<file path="config.mk">
export PLATFORM = sky130hd
export DESIGN_NAME = pid_controller_step_core
export DESIGN_NICKNAME = d
export VERILOG_FILES = /design/src/sv/pidc_pkg.sv /design/src/sv/pidc_serial_mul.sv /design/src/sv/pidc_serial_div.sv /design/src/sv/pid_controller_step_core.sv
export SDC_FILE = /design/constraint.sdc
export NUM_CORES = 2
export LEC_CHECK = 0
export ABC_CLOCK_PERIOD_IN_PS = 11380
export BUFFER_PORTS_ARGS = -buffer_cell sky130_fd_sc_hd__clkbuf_2
export CAP_MARGIN = 20
export CORE_UTILIZATION = 40
export DETAILED_ROUTE_END_ITERATION = 10
export HOLD_SLACK_MARGIN = 0.15
export PLACE_DENSITY = 0.58
export SYNTH_ARGS = -nofsm -noshare
export SYNTH_HDL_FRONTEND = slang
export SYNTH_SLANG_ARGS = --single-unit
</file>
<file path="constraint.sdc">
create_clock -name clock -period 11.38 [get_ports clock]
set_clock_uncertainty 0.05 [all_clocks]
set_input_delay 0 -clock clock [delete_from_list [all_inputs] [get_ports clock]]
set_output_delay 0 -clock clock [all_outputs]
set_load 0.01 [all_outputs]
</file>
<file path="src/sv/pidc_pkg.sv">
// Shared types and constants for the PID step core.
`default_nettype none
package pidc_pkg;
   localparam int ErrWidth = 18;
   localparam int AccWidth = 72;
   localparam int DerivWidth = 28;
   localparam logic [9:0] MsPerSecond = 10'd1000;

   localparam logic [2:0] RegPropGain = 3'd0;
   localparam logic [2:0] RegIntegGain = 3'd1;
   localparam logic [2:0] RegDerivGain = 3'd2;
   localparam logic [2:0] RegDriveOffset = 3'd3;
   localparam logic [2:0] RegIntegLimit = 3'd4;
   localparam logic [2:0] RegWindowLow = 3'd5;
   localparam logic [2:0] RegWindowHigh = 3'd6;

   typedef struct packed {
      logic action;
      logic signed [15:0] setpoint;
      logic signed [15:0] measured;
      logic [15:0] elapsed_ms;
   } req_type;

   typedef struct packed {
      logic signed [15:0] drive;
      logic saturated;
   } rsp_type;

   typedef struct packed {
      logic signed [31:0] prop_gain;
      logic signed [31:0] integ_gain;
      logic signed [31:0] deriv_gain;
      logic signed [15:0] drive_offset;
      logic [30:0] integ_limit;
      logic [15:0] window_low;
      logic [15:0] window_high;
   } cfg_type;
endpackage
`default_nettype wire

</file>
<file path="src/sv/pidc_serial_mul.sv">
// Bit-serial signed multiplier: one multiplier bit per cycle, 72-bit product.
`default_nettype none
module pidc_serial_mul
   import pidc_pkg::*;
(
   input  wire logic clock,
   input  wire logic reset,
   input  wire logic start,
   input  wire logic signed [31:0] mcand,
   input  wire logic signed [39:0] mplier,
   output logic done,
   output logic signed [AccWidth-1:0] product
);
   logic [5:0] count_ff, count_in;
   logic busy_ff, busy_in;
   logic signed [AccWidth-1:0] acc_ff, acc_in, mc_ff, mc_in;
   logic [39:0] mp_ff, mp_in;
   logic signed [AccWidth-1:0] step_acc;

   always_comb begin
      // Top bit carries negative weight.
      step_acc = acc_ff;
      if (mp_ff[0]) begin
         if (count_ff == 6'd39) step_acc = acc_ff - mc_ff;
         else step_acc = acc_ff + mc_ff;
      end
      done = busy_ff && (count_ff == 6'd39);
      count_in = count_ff;
      busy_in = busy_ff;
      acc_in = acc_ff;
      mc_in = mc_ff;
      mp_in = mp_ff;
      if (busy_ff) begin
         acc_in = step_acc;
         mc_in = mc_ff <<< 1;
         mp_in = mp_ff >> 1;
         count_in = count_ff + 6'd1;
         if (done) busy_in = 1'b0;
      end
      // A new start may land on the last cycle of the previous product.
      if (start) begin
         busy_in = 1'b1;
         count_in = 6'd0;
         acc_in = '0;
         mc_in = AccWidth'(mcand);
         mp_in = mplier;
      end
   end

   assign product = step_acc;

   always_ff @(posedge clock) begin
      if (reset) begin
         busy_ff <= 1'b0;
         count_ff <= '0;
      end else begin
         busy_ff <= busy_in;
         count_ff <= count_in;
      end
      acc_ff <= acc_in;
      mc_ff <= mc_in;
      mp_ff <= mp_in;
   end
endmodule
`default_nettype wire

</file>
<file path="src/sv/pidc_serial_div.sv">
// Restoring divider, one quotient bit per cycle, truncating signed quotient.
`default_nettype none
module pidc_serial_div
   import pidc_pkg::*;
(
   input  wire logic clock,
   input  wire logic reset,
   input  wire logic start,
   input  wire logic signed [DerivWidth-1:0] dividend,
   input  wire logic [15:0] divisor,
   output logic done,
   output logic signed [DerivWidth-1:0] quotient
);
   logic [4:0] count_ff, count_in;
   logic busy_ff, busy_in, neg_ff, neg_in;
   logic [DerivWidth-1:0] quo_ff, quo_in;
   logic [16:0] rem_ff, rem_in, trial;
   logic [15:0] dsr_ff, dsr_in;
   logic [DerivWidth-1:0] mag;

   always_comb begin
      mag = dividend[DerivWidth-1] ? DerivWidth'(-dividend) : dividend;
      count_in = count_ff;
      busy_in = busy_ff;
      neg_in = neg_ff;
      quo_in = quo_ff;
      rem_in = rem_ff;
      dsr_in = dsr_ff;
      done = 1'b0;
      trial = {rem_ff[15:0], quo_ff[DerivWidth-1]};
      if (start) begin
         busy_in = 1'b1;
         count_in = '0;
         neg_in = dividend[DerivWidth-1];
         quo_in = mag;
         rem_in = '0;
         dsr_in = divisor;
      end else if (busy_ff) begin
         quo_in = {quo_ff[DerivWidth-2:0], 1'b0};
         if (trial >= {1'b0, dsr_ff}) begin
            rem_in = trial - {1'b0, dsr_ff};
            quo_in[0] = 1'b1;
         end else begin
            rem_in = trial;
         end
         count_in = count_ff + 5'd1;
         if (count_ff == 5'(DerivWidth - 1)) begin
            busy_in = 1'b0;
            done = 1'b1;
         end
      end
   end

   assign quotient = neg_ff ? DerivWidth'(-quo_in) : quo_in;

   always_ff @(posedge clock) begin
      if (reset) begin
         busy_ff <= 1'b0;
         count_ff <= '0;
      end else begin
         busy_ff <= busy_in;
         count_ff <= count_in;
      end
      neg_ff <= neg_in;
      quo_ff <= quo_in;
      rem_ff <= rem_in;
      dsr_ff <= dsr_in;
   end
endmodule
`default_nettype wire

</file>
<file path="src/sv/pid_controller_step_core.sv">
// Top level of the PID step core: register file, sequencer and serial units.
// Sequence: a clear item answers in the cycle after acceptance; a control step
//   runs a serial divide (skipped with zero elapsed time), an update step,
//   three serial multiplies and an output step.
// Throughput: one item at a time; the next item is taken once the result
//   register is free and the sequencer is back in idle.
// Reset (synchronous, active high) zeroes the registers, integral and
//   previous error, and drops the result valid flag.
`default_nettype none
module pid_controller_step_core
   import pidc_pkg::*;
(
   input  wire logic clock,
   input  wire logic reset,
   input  wire logic req_valid,
   output logic req_ready,
   input  wire req_type req_data,
   output logic rsp_valid,
   input  wire logic rsp_ready,
   output rsp_type rsp_data,
   input  wire logic csr_psel,
   input  wire logic csr_penable,
   input  wire logic csr_pwrite,
   input  wire logic [4:0] csr_paddr,
   input  wire logic [31:0] csr_pwdata,
   output logic [31:0] csr_prdata,
   output logic csr_pready
);
   typedef enum logic [6:0] {
      S_IDLE = 7'b0000001,
      S_DIV  = 7'b0000010,
      S_UPD  = 7'b0000100,
      S_MULP = 7'b0001000,
      S_MULI = 7'b0010000,
      S_MULD = 7'b0100000,
      S_OUT  = 7'b1000000
   } state_type;

   state_type state_ff, state_in;
   cfg_type cfg_ff, cfg_in;
   logic signed [31:0] integ_ff, integ_in;
   logic signed [ErrWidth-1:0] last_ff, last_in, err_ff, err_in;
   logic [15:0] dt_ff, dt_in;
   logic signed [DerivWidth-1:0] deriv_ff, deriv_in;
   logic signed [AccWidth-1:0] acc_ff, acc_in;
   logic rsp_valid_ff, rsp_valid_in;
   rsp_type rsp_ff, rsp_in;

   logic csr_write;
   logic [2:0] csr_index;
   logic div_start, div_done, mul_start, mul_done;
   logic signed [DerivWidth-1:0] div_q;
   logic signed [AccWidth-1:0] mul_p;
   logic signed [31:0] mul_a;
   logic signed [39:0] mul_b;
   logic signed [ErrWidth-1:0] req_err, err_mag;
   logic signed [33:0] sum;
   logic signed [32:0] lim;
   logic signed [55:0] shifted;
   logic signed [56:0] drive_wide;

   assign csr_pready = 1'b1;
   assign csr_write = csr_psel && csr_penable && csr_pwrite;
   assign csr_index = csr_paddr[4:2];

   // Register file: writes beyond the list drop.
   always_comb begin
      cfg_in = cfg_ff;
      if (csr_write) begin
         case (csr_index)
            RegPropGain: cfg_in.prop_gain = csr_pwdata;
            RegIntegGain: cfg_in.integ_gain = csr_pwdata;
            RegDerivGain: cfg_in.deriv_gain = csr_pwdata;
            RegDriveOffset: cfg_in.drive_offset = csr_pwdata[15:0];
            RegIntegLimit: cfg_in.integ_limit = csr_pwdata[30:0];
            RegWindowLow: cfg_in.window_low = csr_pwdata[15:0];
            RegWindowHigh: cfg_in.window_high = csr_pwdata[15:0];
            default: cfg_in = cfg_ff;
         endcase
      end
   end

   always_comb begin
      case (csr_index)
         RegPropGain: csr_prdata = cfg_ff.prop_gain;
         RegIntegGain: csr_prdata = cfg_ff.integ_gain;
         RegDerivGain: csr_prdata = cfg_ff.deriv_gain;
         RegDriveOffset: csr_prdata = 32'(cfg_ff.drive_offset);
         RegIntegLimit: csr_prdata = {1'b0, cfg_ff.integ_limit};
         RegWindowLow: csr_prdata = {16'd0, cfg_ff.window_low};
         RegWindowHigh: csr_prdata = {16'd0, cfg_ff.window_high};
         default: csr_prdata = '0;
      endcase
   end

   // Take a new item only from idle with the result register free.
   assign req_ready = (state_ff == S_IDLE) && !rsp_valid_ff;
   assign rsp_valid = rsp_valid_ff;
   assign rsp_data = rsp_ff;
   assign req_err = ErrWidth'(req_data.setpoint) - ErrWidth'(req_data.measured);
   assign err_mag = err_ff[ErrWidth-1] ? -err_ff : err_ff;

   assign div_start = (state_ff == S_IDLE) && req_valid && req_ready
      && !req_data.action && (req_data.elapsed_ms != 16'd0);

   pidc_serial_div u_div (
      .clock(clock), .reset(reset), .start(div_start),
      .dividend(DerivWidth'(req_err - last_ff) * DerivWidth'(MsPerSecond)),
      .divisor(req_data.elapsed_ms), .done(div_done), .quotient(div_q)
   );

   // Operands for the product that starts in this state: the proportional
   // term starts from the update step, each later term as the previous ends.
   always_comb begin
      case (state_ff)
         S_MULP: begin
            mul_a = cfg_ff.integ_gain;
            mul_b = 40'(integ_ff);
         end
         S_MULI: begin
            mul_a = cfg_ff.deriv_gain;
            mul_b = 40'(deriv_ff);
         end
         default: begin
            mul_a = cfg_ff.prop_gain;
            mul_b = 40'(err_ff);
         end
      endcase
   end

   pidc_serial_mul u_mul (
      .clock(clock), .reset(reset), .start(mul_start),
      .mcand(mul_a), .mplier(mul_b), .done(mul_done), .product(mul_p)
   );

   always_comb begin
      state_in = state_ff;
      integ_in = integ_ff;
      last_in = last_ff;
      err_in = err_ff;
      dt_in = dt_ff;
      deriv_in = deriv_ff;
      acc_in = acc_ff;
      rsp_valid_in = rsp_valid_ff;
      rsp_in = rsp_ff;
      mul_start = 1'b0;
      sum = 34'(integ_ff) + 34'(err_ff) * 34'($signed({1'b0, dt_ff}));
      lim = 33'(cfg_ff.integ_limit);
      shifted = 56'(acc_ff >>> 16);
      drive_wide = 57'(shifted) + 57'(cfg_ff.drive_offset);
      if (rsp_valid_ff && rsp_ready) rsp_valid_in = 1'b0;
      case (state_ff)
         S_IDLE: begin
            if (req_valid && req_ready) begin
               if (req_data.action) begin
                  integ_in = '0;
                  last_in = '0;
                  rsp_in = '0;
                  rsp_valid_in = 1'b1;
               end else begin
                  err_in = req_err;
                  dt_in = req_data.elapsed_ms;
                  deriv_in = '0;
                  state_in = (req_data.elapsed_ms != 16'd0) ? S_DIV : S_UPD;
               end
            end
         end
         S_DIV: begin
            if (div_done) begin
               deriv_in = div_q;
               state_in = S_UPD;
            end
         end
         S_UPD: begin
            // Window, clamp and zero-error rules on the integral.
            if (!(err_mag > ErrWidth'({1'b0, cfg_ff.window_low})
                  && err_mag < ErrWidth'({1'b0, cfg_ff.window_high})))
               sum = 34'(integ_ff);
            if (sum > 34'(lim)) sum = 34'(lim);
            else if (sum < -34'(lim)) sum = -34'(lim);
            integ_in = (err_ff == '0) ? '0 : 32'(sum);
            last_in = err_ff;
            acc_in = '0;
            mul_start = 1'b1;
            state_in = S_MULP;
         end
         S_MULP: begin
            if (mul_done) begin
               acc_in = acc_ff + mul_p;
               mul_start = 1'b1;
               state_in = S_MULI;
            end
         end
         S_MULI: begin
            if (mul_done) begin
               acc_in = acc_ff + mul_p;
               mul_start = 1'b1;
               state_in = S_MULD;
            end
         end
         S_MULD: begin
            if (mul_done) begin
               acc_in = acc_ff + mul_p;
               state_in = S_OUT;
            end
         end
         S_OUT: begin
            // Saturate to 16 bits and flag the clip.
            if (drive_wide > 57'sd32767) begin
               rsp_in.drive = 16'sh7FFF;
               rsp_in.saturated = 1'b1;
            end else if (drive_wide < -57'sd32768) begin
               rsp_in.drive = 16'sh8000;
               rsp_in.saturated = 1'b1;
            end else begin
               rsp_in.drive = drive_wide[15:0];
               rsp_in.saturated = 1'b0;
            end
            rsp_valid_in = 1'b1;
            state_in = S_IDLE;
         end
         default: state_in = S_IDLE;
      endcase
   end

   always_ff @(posedge clock) begin
      if (reset) begin
         state_ff <= S_IDLE;
         cfg_ff <= '0;
         integ_ff <= '0;
         last_ff <= '0;
         rsp_valid_ff <= 1'b0;
      end else begin
         state_ff <= state_in;
         cfg_ff <= cfg_in;
         integ_ff <= integ_in;
         last_ff <= last_in;
         rsp_valid_ff <= rsp_valid_in;
      end
      err_ff <= err_in;
      dt_ff <= dt_in;
      deriv_ff <= deriv_in;
      acc_ff <= acc_in;
      rsp_ff <= rsp_in;
   end

`ifndef ASSERT_OFF
   a_integ_bound: assert property (@(posedge clock) disable iff (reset)
      (state_ff == S_MULP) |-> (integ_ff <= $signed({1'b0, cfg_ff.integ_limit})
         && integ_ff >= -$signed({1'b0, cfg_ff.integ_limit})))
      else $error("integral outside limit");
   a_no_take_busy: assert property (@(posedge clock) disable iff (reset)
      (state_ff != S_IDLE) |-> !req_ready)
      else $error("input taken while busy");
   a_result_after_out: assert property (@(posedge clock) disable iff (reset)
      (state_ff == S_OUT) |=> rsp_valid)
      else $error("missing result");
   a_sat_range: assert property (@(posedge clock) disable iff (reset)
      (rsp_valid && rsp_data.saturated) |->
         (rsp_data.drive == 16'sh7FFF || rsp_data.drive == 16'sh8000))
      else $error("bad saturation value");
`endif
endmodule
`default_nettype wire
</file>
==> out/metrics.sh <==
CRITICAL-PATH-SLOWEST-CELL='sky130_fd_sc_hd__dlygate4sd3_1'
WORST_R2R_PATH_DEPTH=37
PATH_DELAY_FAMILY='compound AO/OA/AOI/OAI gates'
SYNTH-XOR-AREA-SHARE_PCT=6.08
TIMING.CRITICAL_PATH.TO_TYPE='register'
INSTANCES_NO_FILL=9565
DETAIL_ROUTE.ITER0.VIOLATIONS=4144
SYNTH.LIB_CELLS_USED.DISTINCT=116
WORST_SETUP_PATH_START_KIND='input port'
PLACE_CONGESTION=0.928
MAXIMUM_BUFFER_DEPTH_OF_THE_CLOCK_TREE=3
FINAL-MAX-SLEW-VIOLATION-COUNT=0
RR_STARTPOINT='err_ff[10]'
BOUNDARYPINS=145
AVGVIACOUNTPERCELL=5.56
SYNTH_SIMPLE_GATE_AREA_SHARE_PCT=17.6
DIEWIDTH_MICRONS=395
SYNTH_COMPOUND_AREA_SHARE_PCT=18.6
LAYOUT-AREA-OVERHEAD-VS-SYNTH_PCT=11.5
POST-ROUTE-MIN-PERIOD_PS=10600
SEQ_AREA_FRAC_SYNTH_PCT=25.3
IO_BUFFERS=141
TIMING.CRITICAL_PATH.REQUIRED_PS=11720
CLOCK_TREE_FROM_TRITONCTS='done'
SYNTH_FLOP_CELL='sky130_fd_sc_hd__dfxtp_1'
ROUTE.DETAILED.DRC=0
R2R_SETUP_SLACK_PS=1190
FLOORPLAN.ROWS=143
GRT_START_MAX_NET_PINS=179
FINAL_WORST_PATH_CYCLE_SHARE_PCT=93.1
POSTROUTEANTENNANETS=0
WORSTHOLDPATHTYPE='input port to register'
SYNTH_TOP_FAMILY_BY_AREA='adder cells'
FIN_NETS=8431
CP.DEPTH=49
CLK_TRANSITION_REPORTED_PATHS_PS=60
CP.ARRIVAL_PS=10940
SYNTH_TOP_CELL_AREA_SHARE_PCT=13.6
FIRST_GLOBAL_VIAS=51845
MAX_CAP_VIOLATIONS=0
CLOCK_INSERTION_DELAY_WORST_SKEW_PS=720
GRT_OVERFLOW_TOTAL=0
DIEAREA_SQ_MM=0.156
GRTUSAGETOTAL_PCT=23.7
DRIVE_GT1_SHARE_PCT=7.65
CRITPATHKIND='input port to register'
WORSTPATHBUFFERINVERTERCOUNT=10
SYNTHCELLS=7353
CRIT_PATH_START='req_data[34]'
COREAREA_SQ_MM=0.152
POSTLAYOUTCOREUTIL_PCT=45.1
SYNTHADDERAREAFRAC_PCT=22.4
POST_DRT_WL_PER_CELL_MICRONS=19.6
SYN_NETS=8317
SYNTH_EDF_COUNT=279
SETUP_VIOL=0
FLOORPLAN.INITIALDENSITY_PCT=40.5
WORST_SLEW_PIN_SLEW_PS=1150
RELSLEWSLACK_PCT=23.3
SYNTH.AVG_CELL_AREA_SQ_UM=8.39
PLACED_CELLS=9245
POST_SYNTH_MUX_AREA_SHARE_PCT=3.32
MAX_CLOCK_FREQ_MHz=94.4
R2R-END='integ_ff[13]'
TOTAL_LENGTH_OF_ROUTED_WIRES_MM=188
MAPPEDNETLISTAREA_SQ_MM=0.0617
TRITONCTS_NUM_SINKS=640
DETAIL_ROUTE.FIRST_PASS.ITERATIONS=6
YS.WARNINGS.COUNT=0
CRITICAL_PATH_S_MOST_FREQUENT_CELL='sky130_fd_sc_hd__inv_1'
MAX_STAGE_DELAY_PS=590
PLACE.DETAILED.HPWL_MM=144
SYNTHTOPCELLSBYAREA='sky130_fd_sc_hd__edfxtp_1, sky130_fd_sc_hd__fa_1, sky130_fd_sc_hd__dfxtp_1'
CTS_INSERTED_BUFFERS=81
SYNTH.LARGEST_AREA_CELL='sky130_fd_sc_hd__edfxtp_1'
SETUP-TNS-FINAL_PS=0
WORSTPATHMAXFANOUT=27
SETUP_REPAIR_AFTER_GLOBAL_ROUTING_MISSED_ITS_MARGIN='no'
FLOORPLAN.DIE.HEIGHT_MICRONS=395
DR_VIAS=53177
ASYNC_S_R_FF_SHARE_SYNTH_PCT=0
GLOBAL_ROUTE_WIRE_LENGTH_BEFORE_REPAIR_MM=296
OUTCOME='completed'
CTS-ROOT-BUF='sky130_fd_sc_hd__clkbuf_16'
FINAL_HOLD_VIOL_COUNT=0
CLOCK_TREE.HTREE_LEVEL_COUNT=3
FFS_LATCHES_SYNTH=640
CRITPATHCAPTURE='deriv_ff[22]'
ANTENNA_FOUND_INITIAL=2
HOLDPATHSTAGES=4
[worst reg2reg max path: cells and delay by family, from the launching register on]
family,cells,cell delay [ps]
simple gates,8,1730
xor+xnor,1,160
flops,1,960
fa+ha+maj,8,3760
buf+inv,7,620
compound gates,13,2820
[worst min path at each step]
stage	start	endpoint	slack [ps]
2_1_floorplan	req_data[0]	dt_ff[0]	50
3_3_place_gp	req_data[15]	u_div.dsr_ff[15]	160
3_5_place_dp	req_data[15]	dt_ff[15]	180
4_1_cts	csr_pwdata[29]	cfg_ff[61]	160
5_1_grt	csr_pwdata[29]	cfg_ff[140]	180
6_report	csr_pwdata[3]	cfg_ff[66]	200
[layout make-up]
class                           instances  area, sq um
Tap cell                             2030         2540
Clock inverter                         37          412
Antenna cell                            1         2.50
Sequential cell                       640        15600
Multi-Input combinational cell       5624        42200
Timing Repair Buffer                  391         3050
Fill cell                           15019        83600
Clock buffer                          113         2270
Inverter                              729         2740
[cell usage after synthesis, types with 14 or more instances]
cell	n
sky130_fd_sc_hd__nand2_1	974
sky130_fd_sc_hd__inv_1	726
sky130_fd_sc_hd__a21oi_1	611
sky130_fd_sc_hd__nor2_1	521
sky130_fd_sc_hd__ha_1	483
sky130_fd_sc_hd__fa_1	388
sky130_fd_sc_hd__dfxtp_1	361
sky130_fd_sc_hd__clkbuf_1	313
sky130_fd_sc_hd__o21ai_0	311
sky130_fd_sc_hd__edfxtp_1	279
sky130_fd_sc_hd__xnor2_1	268
sky130_fd_sc_hd__a21o_1	227
sky130_fd_sc_hd__xor2_1	153
sky130_fd_sc_hd__and2_1	152
sky130_fd_sc_hd__a31oi_1	119
sky130_fd_sc_hd__nor3_1	102
sky130_fd_sc_hd__mux2i_1	101
sky130_fd_sc_hd__nand3_1	99
sky130_fd_sc_hd__a22oi_1	93
sky130_fd_sc_hd__mux2_2	80
sky130_fd_sc_hd__nand4_1	79
sky130_fd_sc_hd__nor2b_1	67
sky130_fd_sc_hd__o21bai_1	59
sky130_fd_sc_hd__nand2b_1	55
sky130_fd_sc_hd__and3_1	50
sky130_fd_sc_hd__or3_1	47
sky130_fd_sc_hd__a211oi_1	42
sky130_fd_sc_hd__nor4_1	42
sky130_fd_sc_hd__o21a_1	42
sky130_fd_sc_hd__o31ai_1	41
sky130_fd_sc_hd__o211ai_1	32
sky130_fd_sc_hd__buf_1	24
sky130_fd_sc_hd__a21boi_0	22
sky130_fd_sc_hd__or4_1	22
sky130_fd_sc_hd__o22ai_1	20
sky130_fd_sc_hd__nand3b_1	19
sky130_fd_sc_hd__o21ai_1	19
sky130_fd_sc_hd__nor3b_1	16
sky130_fd_sc_hd__a21oi_2	15
sky130_fd_sc_hd__buf_2	15
sky130_fd_sc_hd__or2_2	14
[through the flow]
| stage | setup WS, ps | cell area [sq um] | hold WS (ps) |
|---|---|---|---|
| 2_1_floorplan | 2100 | 61700 | 48.9 |
| 3_3_place_gp | 830 | 64300 | 162 |
| 3_5_place_dp | 793 | 64300 | 178 |
| 4_1_cts | 274 | 68700 | 156 |
| 5_1_grt | 23.9 | 68800 | 184 |
| 6_report | 784 | 68800 | 199 |
[cell families (layout without fill, tap and decap cells)]
| kind of cell | Yosys count | count (layout) |
|---|---|---|
| AOI/OAI and AO/OA | 1814 | 1814 |
| xor gates and xnor gates | 424 | 424 |
| adders and majority gates | 871 | 871 |
| buffers and inverters | 1089 | 1270 |
| DFF | 640 | 640 |
| muxes | 187 | 187 |
| other | 1 | 2 |
| and+or+nand+nor | 2327 | 2327 |
[placed cells by master (no fill, tap or decap), types with 151 or more instances in the layout]
| cell type | n |
|---|---|
| sky130_fd_sc_hd__nand2_1 | 971 |
| sky130_fd_sc_hd__nor2_1 | 516 |
| sky130_fd_sc_hd__inv_1 | 726 |
| sky130_fd_sc_hd__fa_1 | 388 |
| sky130_fd_sc_hd__edfxtp_1 | 279 |
| sky130_fd_sc_hd__a21oi_1 | 608 |
| sky130_fd_sc_hd__dlygate4sd3_1 | 164 |
| sky130_fd_sc_hd__a21o_1 | 227 |
| sky130_fd_sc_hd__and2_1 | 153 |
| sky130_fd_sc_hd__dfxtp_1 | 358 |
| sky130_fd_sc_hd__xor2_1 | 151 |
| sky130_fd_sc_hd__ha_1 | 481 |
| sky130_fd_sc_hd__o21ai_0 | 307 |
| sky130_fd_sc_hd__xnor2_1 | 266 |
[sequential cells by signal (all words and copies together) (netlist names), 17 cells and up]
name	flops
acc_ff	72
cfg_ff	175
deriv_ff	28
err_ff	17
integ_ff	32
last_ff	17
rsp_data	17
u_div.quo_ff	28
u_mul.acc_ff	72
u_mul.mc_ff	72
u_mul.mp_ff	40
[per-layer routing]
metal / GRT usage, % / part of all wire, % / up-vias
li1: - / - / 25574
met1: 33.7 / 47 / 25792
met2: 37.4 / 44 / 1578
met3: 3.18 / 6.1 / 233
met4: 6.90 / 2.9 / 0
met5: 0 / 0 / -
[repair_timing]
item                                    CTS  global route
hold buffers                            164             0
setup buffers                             0             4
hold endpoints to repair                307             0
endpoints found under the setup margin    0            21
resized for setup                         0            18
Power is not shown: default switching activity piles up to over one toggle a cycle in this logic, so the estimate is an artifact.
